### src/wav_header_parser_assert.svh
// assertion macros shared by the wave header parser modules
// expects clk and rst_n in scope at the point of use
`ifndef WAV_HEADER_PARSER_ASSERT_SVH
`define WAV_HEADER_PARSER_ASSERT_SVH

// same-cycle implication
`define WAVP_ASSERT_IMPL(label, ante, cons) \
  label: assert property (@(posedge clk) disable iff (!rst_n) (ante) |-> (cons)) \
    else $error("wavp assertion failed");

// next-cycle implication
`define WAVP_ASSERT_NEXT(label, ante, cons) \
  label: assert property (@(posedge clk) disable iff (!rst_n) (ante) |=> (cons)) \
    else $error("wavp assertion failed");

`endif

### src/wavp_pkg.sv
// shared types and constants for the wave header parser
// used by the controller, datapath and top level
package wavp_pkg;

  localparam logic [31:0] TAG_RIFF      = 32'h4646_4952;
  localparam logic [31:0] TAG_WAVE      = 32'h4556_4157;
  localparam logic [31:0] TAG_FMT       = 32'h2074_6d66;
  localparam logic [31:0] TAG_DATA      = 32'h6174_6164;
  localparam logic [31:0] FMT_EXT_SIZE  = 32'd18;
  localparam logic [16:0] BASE_OFFSET   = 17'd44;
  localparam logic [16:0] EXT_OFFSET    = 17'd46;

  typedef enum logic [2:0] {
    ST_OK       = 3'd0,
    ST_BAD_RIFF = 3'd1,
    ST_BAD_WAVE = 3'd2,
    ST_BAD_FMT  = 3'd3,
    ST_BAD_DATA = 3'd4,
    ST_ZERO     = 3'd5,
    ST_TRUNC    = 3'd6
  } status_t;

  typedef enum logic [3:0] {
    LD_NONE,
    LD_FMT,
    LD_CH,
    LD_RATE,
    LD_BRATE,
    LD_ALIGN,
    LD_BITS,
    LD_EXTRA,
    LD_SIZE
  } ld_sel_t;

  typedef struct packed {
    logic    shift_en;
    ld_sel_t ld_sel;
    logic    skip_dec;
    logic    div_start;
    logic    out_ld;
    status_t out_status;
  } dp_cmd_t;

  typedef struct packed {
    logic tag_riff;
    logic tag_wave;
    logic tag_fmt;
    logic tag_data;
    logic fmt18;
    logic v16_zero;
    logic skip_last;
    logic zero_field;
    logic out_free;
    logic div_done;
  } dp_stat_t;

endpackage

### src/wavp_in_if.sv
// byte input channel of the wave header parser
// no dependencies
interface wavp_in_if;
  logic       valid;
  logic       ready;
  logic [7:0] data_byte;
  logic       first_byte;
  logic       last_byte;

  modport source (output valid, data_byte, first_byte, last_byte, input ready);
  modport sink   (input valid, data_byte, first_byte, last_byte, output ready);
endinterface

### src/wavp_out_if.sv
// result channel of the wave header parser
// no dependencies
interface wavp_out_if;
  logic        valid;
  logic        ready;
  logic [2:0]  status;
  logic [15:0] channel_count;
  logic [31:0] sample_rate;
  logic [31:0] bit_rate;
  logic [15:0] block_align;
  logic [15:0] bits_per_sample;
  logic [16:0] data_offset;
  logic [31:0] data_size;
  logic [31:0] frame_count;

  modport source (
    output valid, status, channel_count, sample_rate, bit_rate, block_align,
           bits_per_sample, data_offset, data_size, frame_count,
    input  ready
  );
  modport sink (
    input  valid, status, channel_count, sample_rate, bit_rate, block_align,
           bits_per_sample, data_offset, data_size, frame_count,
    output ready
  );
endinterface

### src/wav_header_parser.sv
// wave header parser top level: byte input channel in_ch, result channel out_ch.
// A file streams in one byte per transaction; first_byte restarts the parse at
// that byte and last_byte marks the end of the file. One result leaves per file:
// when the data size field completes, at the first bad tag or zero field, or
// with status truncated when last_byte comes before the header is done. Later
// bytes are taken and dropped until the next first_byte.
// Throughput is one byte per cycle while parsing, except under the result stall below.
// An error or truncation result is registered at the byte that causes it and is
// visible the next cycle. A good header runs the frame count through a 32-step
// radix-2 divider; the result is loaded when the divider finishes, and in_ch.ready
// stays low until then.
// out_ch is a single result register: while it holds an untaken result the
// parser keeps accepting bytes that cannot produce a result (idle bytes without
// first_byte) and stalls any other byte until the result is taken.
// Synchronous reset leaves the parser idle, waiting for a first byte, with no
// result pending.
// depends on wavp_pkg, wavp_in_if, wavp_out_if, wavp_ctrl and wavp_dp
module wav_header_parser
  import wavp_pkg::*;
(
  input  logic        clk,
  input  logic        rst_n,
  wavp_in_if.sink     in_ch,
  wavp_out_if.source  out_ch
);

  dp_cmd_t  cmd;
  dp_stat_t stat;

  wavp_ctrl u_ctrl (
    .clk      (clk),
    .rst_n    (rst_n),
    .in_valid (in_ch.valid),
    .in_first (in_ch.first_byte),
    .in_last  (in_ch.last_byte),
    .in_ready (in_ch.ready),
    .stat     (stat),
    .cmd      (cmd)
  );

  wavp_dp u_dp (
    .clk     (clk),
    .rst_n   (rst_n),
    .in_byte (in_ch.data_byte),
    .cmd     (cmd),
    .stat    (stat),
    .out_ch  (out_ch)
  );

endmodule

### src/wavp_div.sv
// radix-2 restoring divider, 32-bit dividend by 16-bit divisor
// one quotient bit per cycle; uses the shared assertion macros
`include "wav_header_parser_assert.svh"

module wavp_div (
  input  logic        clk,
  input  logic        rst_n,
  input  logic        start,
  input  logic [31:0] dividend,
  input  logic [15:0] divisor,
  output logic        done,
  output logic [31:0] quotient
);

  logic        busy_r;
  logic        done_r;
  logic [4:0]  cnt_r;
  logic [15:0] rem_r;
  logic [31:0] quot_r;
  logic [16:0] trial;
  logic [16:0] diff;
  logic        q_bit;

  // remainder stays below the divisor, so 16 bits plus the shifted-in bit suffice
  assign trial = {rem_r, quot_r[31]};
  assign diff  = trial - {1'b0, divisor};
  assign q_bit = (trial >= {1'b0, divisor});

  always_ff @(posedge clk) begin
    if (!rst_n) begin
      busy_r <= 1'b0;
      done_r <= 1'b0;
      cnt_r  <= '0;
    end else begin
      done_r <= 1'b0;
      if (start) begin
        busy_r <= 1'b1;
        cnt_r  <= 5'd31;
      end else if (busy_r) begin
        cnt_r <= cnt_r - 5'd1;
        if (cnt_r == 5'd0) begin
          busy_r <= 1'b0;
          done_r <= 1'b1;
        end
      end
    end
  end

  always_ff @(posedge clk) begin
    if (start) begin
      rem_r  <= '0;
      quot_r <= dividend;
    end else if (busy_r) begin
      rem_r  <= q_bit ? diff[15:0] : trial[15:0];
      quot_r <= {quot_r[30:0], q_bit};
    end
  end

  assign done     = done_r;
  assign quotient = quot_r;

  `WAVP_ASSERT_IMPL(a_no_restart_busy, start, !busy_r)
  `WAVP_ASSERT_NEXT(a_done_ends_run, busy_r && (cnt_r == 5'd0) && !start, done_r && !busy_r)

endmodule

### src/wavp_dp.sv
// datapath: field assembly, held header fields, skip counter, divider
// and the result register; depends on wavp_pkg, wavp_div and wavp_out_if
module wavp_dp
  import wavp_pkg::*;
(
  input  logic              clk,
  input  logic              rst_n,
  input  logic [7:0]        in_byte,
  input  dp_cmd_t           cmd,
  output dp_stat_t          stat,
  wavp_out_if.source        out_ch
);

  logic [31:0] field_shift_r;
  logic        fmt18_r;
  logic [15:0] channels_r;
  logic [31:0] rate_r;
  logic [31:0] byte_rate_r;
  logic [15:0] align_r;
  logic [15:0] bits_r;
  logic [15:0] extra_r;
  logic [15:0] skip_r;
  logic [31:0] size_r;

  logic        out_valid_r;
  status_t     out_status_r;
  logic [15:0] out_ch_r;
  logic [31:0] out_rate_r;
  logic [31:0] out_brate_r;
  logic [15:0] out_align_r;
  logic [15:0] out_bits_r;
  logic [16:0] out_offset_r;
  logic [31:0] out_size_r;
  logic [31:0] out_frames_r;

  logic [31:0] asm_val;
  logic [15:0] v16;
  logic        div_done;
  logic [31:0] quotient;
  logic        ok;

  // incoming byte goes in at the top, little-endian
  assign asm_val = {in_byte, field_shift_r[31:8]};
  assign v16     = asm_val[31:16];

  wavp_div u_div (
    .clk      (clk),
    .rst_n    (rst_n),
    .start    (cmd.div_start),
    .dividend (asm_val),
    .divisor  (align_r),
    .done     (div_done),
    .quotient (quotient)
  );

  always_ff @(posedge clk) begin
    if (cmd.shift_en) begin
      field_shift_r <= asm_val;
    end
    if (cmd.skip_dec) begin
      skip_r <= skip_r - 16'd1;
    end
    case (cmd.ld_sel)
      LD_FMT:   fmt18_r     <= (asm_val == FMT_EXT_SIZE);
      LD_CH:    channels_r  <= v16;
      LD_RATE:  rate_r      <= asm_val;
      LD_BRATE: byte_rate_r <= asm_val;
      LD_ALIGN: align_r     <= v16;
      LD_BITS:  bits_r      <= v16;
      LD_EXTRA: begin
        extra_r <= v16;
        skip_r  <= v16;
      end
      LD_SIZE:  size_r      <= asm_val;
      default: ;
    endcase
  end

  assign ok = (cmd.out_status == ST_OK);

  always_ff @(posedge clk) begin
    if (!rst_n) begin
      out_valid_r <= 1'b0;
    end else if (cmd.out_ld) begin
      out_valid_r <= 1'b1;
    end else if (out_ch.ready) begin
      out_valid_r <= 1'b0;
    end
  end

  always_ff @(posedge clk) begin
    if (cmd.out_ld) begin
      out_status_r <= cmd.out_status;
      out_ch_r     <= ok ? channels_r : 16'd0;
      out_rate_r   <= ok ? rate_r : 32'd0;
      out_brate_r  <= ok ? {byte_rate_r[28:0], 3'b000} : 32'd0;
      out_align_r  <= ok ? align_r : 16'd0;
      out_bits_r   <= ok ? bits_r : 16'd0;
      if (!ok) begin
        out_offset_r <= '0;
      end else if (fmt18_r) begin
        out_offset_r <= EXT_OFFSET + {1'b0, extra_r};
      end else begin
        out_offset_r <= BASE_OFFSET;
      end
      out_size_r   <= ok ? size_r : 32'd0;
      out_frames_r <= ok ? quotient : 32'd0;
    end
  end

  assign out_ch.valid           = out_valid_r;
  assign out_ch.status          = out_status_r;
  assign out_ch.channel_count   = out_ch_r;
  assign out_ch.sample_rate     = out_rate_r;
  assign out_ch.bit_rate        = out_brate_r;
  assign out_ch.block_align     = out_align_r;
  assign out_ch.bits_per_sample = out_bits_r;
  assign out_ch.data_offset     = out_offset_r;
  assign out_ch.data_size       = out_size_r;
  assign out_ch.frame_count     = out_frames_r;

  assign stat.tag_riff   = (asm_val == TAG_RIFF);
  assign stat.tag_wave   = (asm_val == TAG_WAVE);
  assign stat.tag_fmt    = (asm_val == TAG_FMT);
  assign stat.tag_data   = (asm_val == TAG_DATA);
  assign stat.fmt18      = fmt18_r;
  assign stat.v16_zero   = (v16 == 16'd0);
  assign stat.skip_last  = (skip_r == 16'd1);
  assign stat.zero_field = (channels_r == 16'd0) || (rate_r == 32'd0) || (align_r == 16'd0);
  assign stat.out_free   = !out_valid_r || out_ch.ready;
  assign stat.div_done   = div_done;

endmodule

### src/wavp_ctrl.sv
// parse controller: header phase sequencing, byte counting and result issue
// depends on wavp_pkg and the shared assertion macros
`include "wav_header_parser_assert.svh"

module wavp_ctrl
  import wavp_pkg::*;
(
  input  logic     clk,
  input  logic     rst_n,
  input  logic     in_valid,
  input  logic     in_first,
  input  logic     in_last,
  output logic     in_ready,
  input  dp_stat_t stat,
  output dp_cmd_t  cmd
);

  typedef enum logic [4:0] {
    PH_IDLE, PH_RIFF, PH_RSIZE, PH_WAVE, PH_FMT, PH_FSIZE, PH_FTAG, PH_CH,
    PH_RATE, PH_BRATE, PH_ALIGN, PH_BITS, PH_EXTRA, PH_SKIP, PH_DTAG, PH_DSIZE,
    PH_DIV
  } phase_t;

  phase_t     phase_r, phase_nxt;
  logic [1:0] cnt_r, cnt_nxt;

  phase_t     eph;
  logic [1:0] ecnt;
  logic       acc;
  logic       short_field;
  logic       complete;
  logic       emit;
  status_t    estat;

  // an idle stray byte can be dropped even while a result waits
  assign in_ready = (phase_r != PH_DIV) &&
                    (stat.out_free || ((phase_r == PH_IDLE) && !in_first));
  assign acc = in_valid && in_ready;

  // a first byte restarts the parse at that very byte
  assign eph  = in_first ? PH_RIFF : phase_r;
  assign ecnt = in_first ? 2'd0 : cnt_r;

  always_comb begin
    case (eph)
      PH_FTAG, PH_CH, PH_ALIGN, PH_BITS, PH_EXTRA: short_field = 1'b1;
      default:                                     short_field = 1'b0;
    endcase
  end

  assign complete = short_field ? (ecnt == 2'd1) : (ecnt == 2'd3);

  always_comb begin
    phase_nxt = phase_r;
    cnt_nxt   = cnt_r;
    cmd       = '0;
    emit      = 1'b0;
    estat     = ST_OK;

    if (acc && (eph != PH_IDLE)) begin
      phase_nxt = eph;
      cnt_nxt   = ecnt;
      if (eph == PH_SKIP) begin
        cmd.skip_dec = 1'b1;
        if (stat.skip_last) begin
          phase_nxt = PH_DTAG;
        end
      end else begin
        cmd.shift_en = 1'b1;
        if (!complete) begin
          cnt_nxt = ecnt + 2'd1;
        end else begin
          cnt_nxt = 2'd0;
          unique case (eph)
            PH_RIFF: begin
              if (!stat.tag_riff) begin
                emit  = 1'b1;
                estat = ST_BAD_RIFF;
              end
              phase_nxt = PH_RSIZE;
            end
            PH_RSIZE: phase_nxt = PH_WAVE;
            PH_WAVE: begin
              if (!stat.tag_wave) begin
                emit  = 1'b1;
                estat = ST_BAD_WAVE;
              end
              phase_nxt = PH_FMT;
            end
            PH_FMT: begin
              if (!stat.tag_fmt) begin
                emit  = 1'b1;
                estat = ST_BAD_FMT;
              end
              phase_nxt = PH_FSIZE;
            end
            PH_FSIZE: begin
              cmd.ld_sel = LD_FMT;
              phase_nxt  = PH_FTAG;
            end
            PH_FTAG: phase_nxt = PH_CH;
            PH_CH: begin
              cmd.ld_sel = LD_CH;
              phase_nxt  = PH_RATE;
            end
            PH_RATE: begin
              cmd.ld_sel = LD_RATE;
              phase_nxt  = PH_BRATE;
            end
            PH_BRATE: begin
              cmd.ld_sel = LD_BRATE;
              phase_nxt  = PH_ALIGN;
            end
            PH_ALIGN: begin
              cmd.ld_sel = LD_ALIGN;
              phase_nxt  = PH_BITS;
            end
            PH_BITS: begin
              cmd.ld_sel = LD_BITS;
              phase_nxt  = stat.fmt18 ? PH_EXTRA : PH_DTAG;
            end
            PH_EXTRA: begin
              cmd.ld_sel = LD_EXTRA;
              phase_nxt  = stat.v16_zero ? PH_DTAG : PH_SKIP;
            end
            PH_DTAG: begin
              if (!stat.tag_data) begin
                emit  = 1'b1;
                estat = ST_BAD_DATA;
              end
              phase_nxt = PH_DSIZE;
            end
            PH_DSIZE: begin
              cmd.ld_sel = LD_SIZE;
              if (stat.zero_field) begin
                emit  = 1'b1;
                estat = ST_ZERO;
              end else begin
                cmd.div_start = 1'b1;
                phase_nxt     = PH_DIV;
              end
            end
            default: ;
          endcase
        end
      end
      // last byte of an unfinished header
      if (!emit && in_last && (phase_nxt != PH_DIV)) begin
        emit  = 1'b1;
        estat = ST_TRUNC;
      end
    end

    if ((phase_r == PH_DIV) && stat.div_done) begin
      emit  = 1'b1;
      estat = ST_OK;
    end

    if (emit) begin
      cmd.out_ld     = 1'b1;
      cmd.out_status = estat;
      phase_nxt      = PH_IDLE;
      cnt_nxt        = 2'd0;
    end
  end

  always_ff @(posedge clk) begin
    if (!rst_n) begin
      phase_r <= PH_IDLE;
      cnt_r   <= 2'd0;
    end else begin
      phase_r <= phase_nxt;
      cnt_r   <= cnt_nxt;
    end
  end

  `WAVP_ASSERT_IMPL(a_done_in_div, stat.div_done, phase_r == PH_DIV)
  `WAVP_ASSERT_IMPL(a_load_into_free, cmd.out_ld, stat.out_free)
  `WAVP_ASSERT_NEXT(a_first_starts_riff, acc && in_first && !in_last, phase_r == PH_RIFF)

endmodule

### src/flat_wrapper.sv
// flat-port wrapper written by rule: the top's interface ports become plain ports
module wav_header_parser_flat import wavp_pkg::*;
  (clk, rst_n, in_ch_valid, in_ch_data_byte, in_ch_first_byte, in_ch_last_byte, in_ch_ready, out_ch_valid, out_ch_status, out_ch_channel_count, out_ch_sample_rate, out_ch_bit_rate, out_ch_block_align, out_ch_bits_per_sample, out_ch_data_offset, out_ch_data_size, out_ch_frame_count, out_ch_ready);
  wavp_in_if in_ch_i ();
  wavp_out_if out_ch_i ();
  input  logic clk;
  input  logic rst_n;
  input wire logic [$bits(in_ch_i.valid)-1:0] in_ch_valid;
  input wire logic [$bits(in_ch_i.data_byte)-1:0] in_ch_data_byte;
  input wire logic [$bits(in_ch_i.first_byte)-1:0] in_ch_first_byte;
  input wire logic [$bits(in_ch_i.last_byte)-1:0] in_ch_last_byte;
  output wire logic [$bits(in_ch_i.ready)-1:0] in_ch_ready;
  output wire logic [$bits(out_ch_i.valid)-1:0] out_ch_valid;
  output wire logic [$bits(out_ch_i.status)-1:0] out_ch_status;
  output wire logic [$bits(out_ch_i.channel_count)-1:0] out_ch_channel_count;
  output wire logic [$bits(out_ch_i.sample_rate)-1:0] out_ch_sample_rate;
  output wire logic [$bits(out_ch_i.bit_rate)-1:0] out_ch_bit_rate;
  output wire logic [$bits(out_ch_i.block_align)-1:0] out_ch_block_align;
  output wire logic [$bits(out_ch_i.bits_per_sample)-1:0] out_ch_bits_per_sample;
  output wire logic [$bits(out_ch_i.data_offset)-1:0] out_ch_data_offset;
  output wire logic [$bits(out_ch_i.data_size)-1:0] out_ch_data_size;
  output wire logic [$bits(out_ch_i.frame_count)-1:0] out_ch_frame_count;
  input wire logic [$bits(out_ch_i.ready)-1:0] out_ch_ready;
  assign in_ch_i.valid = in_ch_valid;
  assign in_ch_i.data_byte = in_ch_data_byte;
  assign in_ch_i.first_byte = in_ch_first_byte;
  assign in_ch_i.last_byte = in_ch_last_byte;
  assign in_ch_ready = in_ch_i.ready;
  assign out_ch_valid = out_ch_i.valid;
  assign out_ch_status = out_ch_i.status;
  assign out_ch_channel_count = out_ch_i.channel_count;
  assign out_ch_sample_rate = out_ch_i.sample_rate;
  assign out_ch_bit_rate = out_ch_i.bit_rate;
  assign out_ch_block_align = out_ch_i.block_align;
  assign out_ch_bits_per_sample = out_ch_i.bits_per_sample;
  assign out_ch_data_offset = out_ch_i.data_offset;
  assign out_ch_data_size = out_ch_i.data_size;
  assign out_ch_frame_count = out_ch_i.frame_count;
  assign out_ch_i.ready = out_ch_ready;
  wav_header_parser u_core (.clk(clk), .rst_n(rst_n), .in_ch(in_ch_i), .out_ch(out_ch_i));
endmodule
### config.mk
export PLATFORM = sky130hd
export DESIGN_NAME = wav_header_parser_flat
export DESIGN_NICKNAME = d
export VERILOG_FILES = /design/src/wavp_pkg.sv /design/src/wavp_in_if.sv /design/src/wavp_out_if.sv /design/src/wav_header_parser.sv /design/src/wavp_div.sv /design/src/wavp_dp.sv /design/src/wavp_ctrl.sv /design/src/flat_wrapper.sv
export VERILOG_INCLUDE_DIRS = /design/src /design/src/src
export SDC_FILE = /design/constraint.sdc
export NUM_CORES = 1
export LEC_CHECK = 0
export ABC_AREA = 1
export BUFFER_PORTS_ARGS = -buffer_cell sky130_fd_sc_hd__buf_2
export CORE_AREA = 5 5 192 241
export DETAILED_ROUTE_END_ITERATION = 8
export DIE_AREA = 0 0 197 246
export SLEW_MARGIN = 10
export SYNTH_ARGS = -nofsm -noshare
export SYNTH_HDL_FRONTEND = slang
export SYNTH_SLANG_ARGS = --single-unit
### constraint.sdc
create_clock -name clk -period 15.2 [get_ports clk]
set_clock_uncertainty 0.2 [all_clocks]
set_input_delay 1.52 -clock clk [delete_from_list [all_inputs] [get_ports clk]]
set_output_delay 1.52 -clock clk [all_outputs]
set_load 0.03 [all_outputs]
==> results.md <==
- Reg2reg path depth: 15
- Cell Area, Placed: 20900 sq um
- Non-Filler Instances: 2404
- Largest net degree at the start of global routing: 90
- TritonRoute pass-1 iters: 5
- Largest cells by area after synthesis: edfxtp_1 (66%), nor2_4 (5.9%), inv_1 (5.2%)
- CP Launch Type: primary input
- Root Buffer: clkbuf_16
- TritonCTS Sinks: 454
- Post-DRT Antenna Nets: 0
- Post-route clock period utilization: 0.431
- Most common cell in the netlist: edfxtp_1
- Net count, final: ~1800
- Gr usage total: 0.184
- FF-to-FF setup slack: around 9.4 ns
- Mapped Avg Cell Area: 12.4 sq um
- Core Box Area: 43700 sq um
- Hold buffer count at CTS: 0
- Hold depth: 2
- Status: complete, no violations
- Crit Path Class: primary input to register
- Post-Syn Instances: 1566
- Total gr overflow: 0
- Slowest Stage Delay on Critical Path: 1.00 ns
- Die ar.: 48500 sq um
- Post-synth top area cell: edfxtp_1
- Layout cells sized above 1: 0.230
- DRT Wirelength: 45.0 mm
- Worst R2R End: u_core.u_dp.u_div.rem_r[1]
- R2R Path Start: u_core.u_ctrl.phase_r[4]
- Final setup fails: 0
- Crit path cell chain: buf_2 > nor2_1 > nand3_1 > nor2_1 > inv_1 > o21ai_2 > nand3_1 > nor2_2 > inv_2 > nor2_2 > inv_2 > nor2_4 > nand2_2 > nand2_2 > inv_1 > a32o_1
- Buffers on Ports: around 210
- Largest fanout on the critical path: 60
- Max capacitance violation total: 0
- Initial antenna violation count: 0
- Resized Gates After CTS: 0
- Required time worst endpoint: between 15 and 20 ns
- Seq/Total Area, Yosys: 0.687
- Design area: around 22000 sq um
- Fin crit period: 6.55 ns
- Min-delay src: u_core.u_dp.u_div.rem_r[13]
- Synth Cell Area: 19400 sq um
- DRC errors left: 0
- # rows: 86
- Cells after DPL: 2321
- H-tree depth: 2
- First-pass GRT wire length: 68.9 mm
- Chip Width: 197 um
- Setup_tns: 0 ns
- Fin. max-slew vios: 0
- Io pins: 212
- Worst slew pin tran: 1.16 ns
- VDD IR max: 0.0718 mV
- Worst Setup End Kind: register
- Starting Density: 0.444
- Slew margin rel.: 0.229
- Setup Fix Bufs, Post-CTS: 0
- Share of the synthesized area in the top cell type: 0.655
- Clock transition at path regs: ~0.060 ns
- Clock Path Buffers: 3
- Post-DR wirelength/cell: 18.7 um
- Critical Path AT: 6.79 ns
- Vias after detailed routing: 11794
- Synth Flop Type: edfxtp_1
- RSZ-0062 raised after global routing: false
- Synth cell count leaders: edfxtp_1 (423), inv_1 (269), nand2_1 (186)
- Global placement routability congestion: 0.907
- Clock Latency Late Sink: 0.57 ns
- Power density over the cells: 127 nW/um^2
- Area grow syn2layout: 15.4%
- FF+latch count, synth: 454
- Critical path's slowest cell: nand2_2
- Initial DRC count: between 900 and 1000
- Final hold vios: 0
- Bufs and invs on worst path: 5
- Vias/cell: 4.91
- Worst Hold End: u_core.u_dp.u_div.rem_r[13]
- Post-synth EDFFs: ~420
- Max Clock Freq: 153 MHz
- Family with the most delay on the worst path: simple AND/OR/NAND/NOR gates
- Hpwl dp: about 31 mm
- Hold crit path type: register to register
- Number of global-route vias before repair: 11692
- TritonCTS Buffers: 44
- FFs w/ async S/R, synth: 0
- Yosys warning count: 0
- Fin Hold WS: between 0.2 and 0.3 ns
- CTS tree: done
- Cell variety after synth: 46
- Leak pwr: 8.90 nW
- Die height: approximately 250 um
worst register-to-register path: stages (launching register included):
cell     delay [ns]
dfxtp_1        0.39
inv_1          0.15
nand3_1        0.20
nor2_1         0.14
inv_1          0.07
o21ai_2        0.06
nand3_1        0.42
nor2_2         0.27
inv_2          0.08
nor2_2         0.18
inv_2          0.09
nor2_4         0.79
nand2_2        0.89
nand2_2        1.00
inv_1          0.45
a32o_1         0.33
per-layer routing:
| metal | up-vias | part of all wire | track usage |
|---|---|---|---|
| met3 | 82 | 0.051 | 0.0259 |
| li1 | 5672 | - | - |
| met4 | 0 | 0.030 | 0.0598 |
| met5 | - | 0 | 0 |
| met2 | 345 | 0.52 | 0.329 |
| met1 | 5695 | 0.40 | 0.232 |
layout by cell type, fill, tap and decap left out, types with 16 or more instances in the layout:
| cell type | netlist | routed |
|---|---|---|
| a21oi_1 | 36 | 36 |
| buf_2 | 11 | 208 |
| clkbuf_16 | 0 | 45 |
| dfxtp_1 | 31 | 31 |
| edfxtp_1 | 423 | 423 |
| ha_1 | 21 | 21 |
| inv_1 | 269 | 269 |
| nand2_1 | 186 | 184 |
| nand3_1 | 36 | 36 |
| nand4_1 | 23 | 23 |
| nor2_1 | 176 | 174 |
| nor2_4 | 102 | 104 |
| nor3_1 | 26 | 26 |
| o21ai_0 | 67 | 66 |
| o21ai_1 | 18 | 18 |
| xnor2_1 | 16 | 16 |
| xor2_1 | 22 | 22 |
through the flow:
| step | power [mW] | util | worst slack (ns) |
|---|---|---|---|
| 4_1_cts | 2.87 | 0.512 | 8.50 |
| 3_5_place_dp | 1.75 | 0.478 | 7.95 |
| 6_report | 2.84 | 0.512 | 8.65 |
| 5_1_grt | 2.95 | 0.512 | 8.00 |
| 2_1_floorplan | 1.67 | - | 7.39 |
| 3_3_place_gp | 1.75 | 0.478 | 8.08 |
cell type report:
type	instances	area (sq um)
fill	3909	21300
sequential	454	13300
multi-input combinational	794	4650
clock buffer	53	1160
timing repair buffer	219	1120
inverter	282	1070
tap	572	716
clock inverter	29	334
antenna	1	2.50
flip-flops by register name (all words and copies together) (netlist names), 17 cells and up:
signal,count
u_core.u_dp.out_ch.sample_rate,32
u_core.u_dp.byte_rate_r,29
u_core.u_dp.out_ch.data_size,32
u_core.u_dp.size_r,32
u_core.u_dp.out_ch.frame_count,32
u_core.u_dp.out_ch.data_offset,17
u_core.u_dp.u_div.quotient,32
u_core.u_dp.out_ch.bit_rate,29
u_core.u_dp.field_shift_r,24
u_core.u_dp.rate_r,32
worst max-delay path by stage:
stage	to	from	slack, ns	depth (start not counted)
global placement	u_core.u_dp.u_div.rem_r[1]	in_ch_first_byte	8.08	16
finish	u_core.u_dp.u_div.rem_r[1]	in_ch_first_byte	8.65	16
global route	u_core.u_dp.u_div.rem_r[1]	in_ch_first_byte	8.00	16
CTS	u_core.u_dp.u_div.rem_r[1]	in_ch_first_byte	8.50	16
detailed placement	u_core.u_dp.u_div.rem_r[1]	in_ch_first_byte	7.95	16
floorplan	u_core.u_dp.out_ch.bit_rate[10]	in_ch_first_byte	7.39	16
report_power, final:
part / internal [mW] / switching, mW
combinational: 0.0621 / 0.194
sequential: 1.42 / 0.0382
clock: 0.652 / 0.472
cells by family after synthesis:
group,count (synthesis),share of synthesized area
AND/OR/NAND/NOR,582,0.164
buffers and inverters,320,0.0744
flip-flops,454,0.687
AO/OA/AOI/OAI,149,0.0420
other,1,0.000193
adder cells (fa/ha/maj),22,0.0146
XOR/XNOR,38,0.0172
No activity file was read; power rests on OpenSTA's default activity.
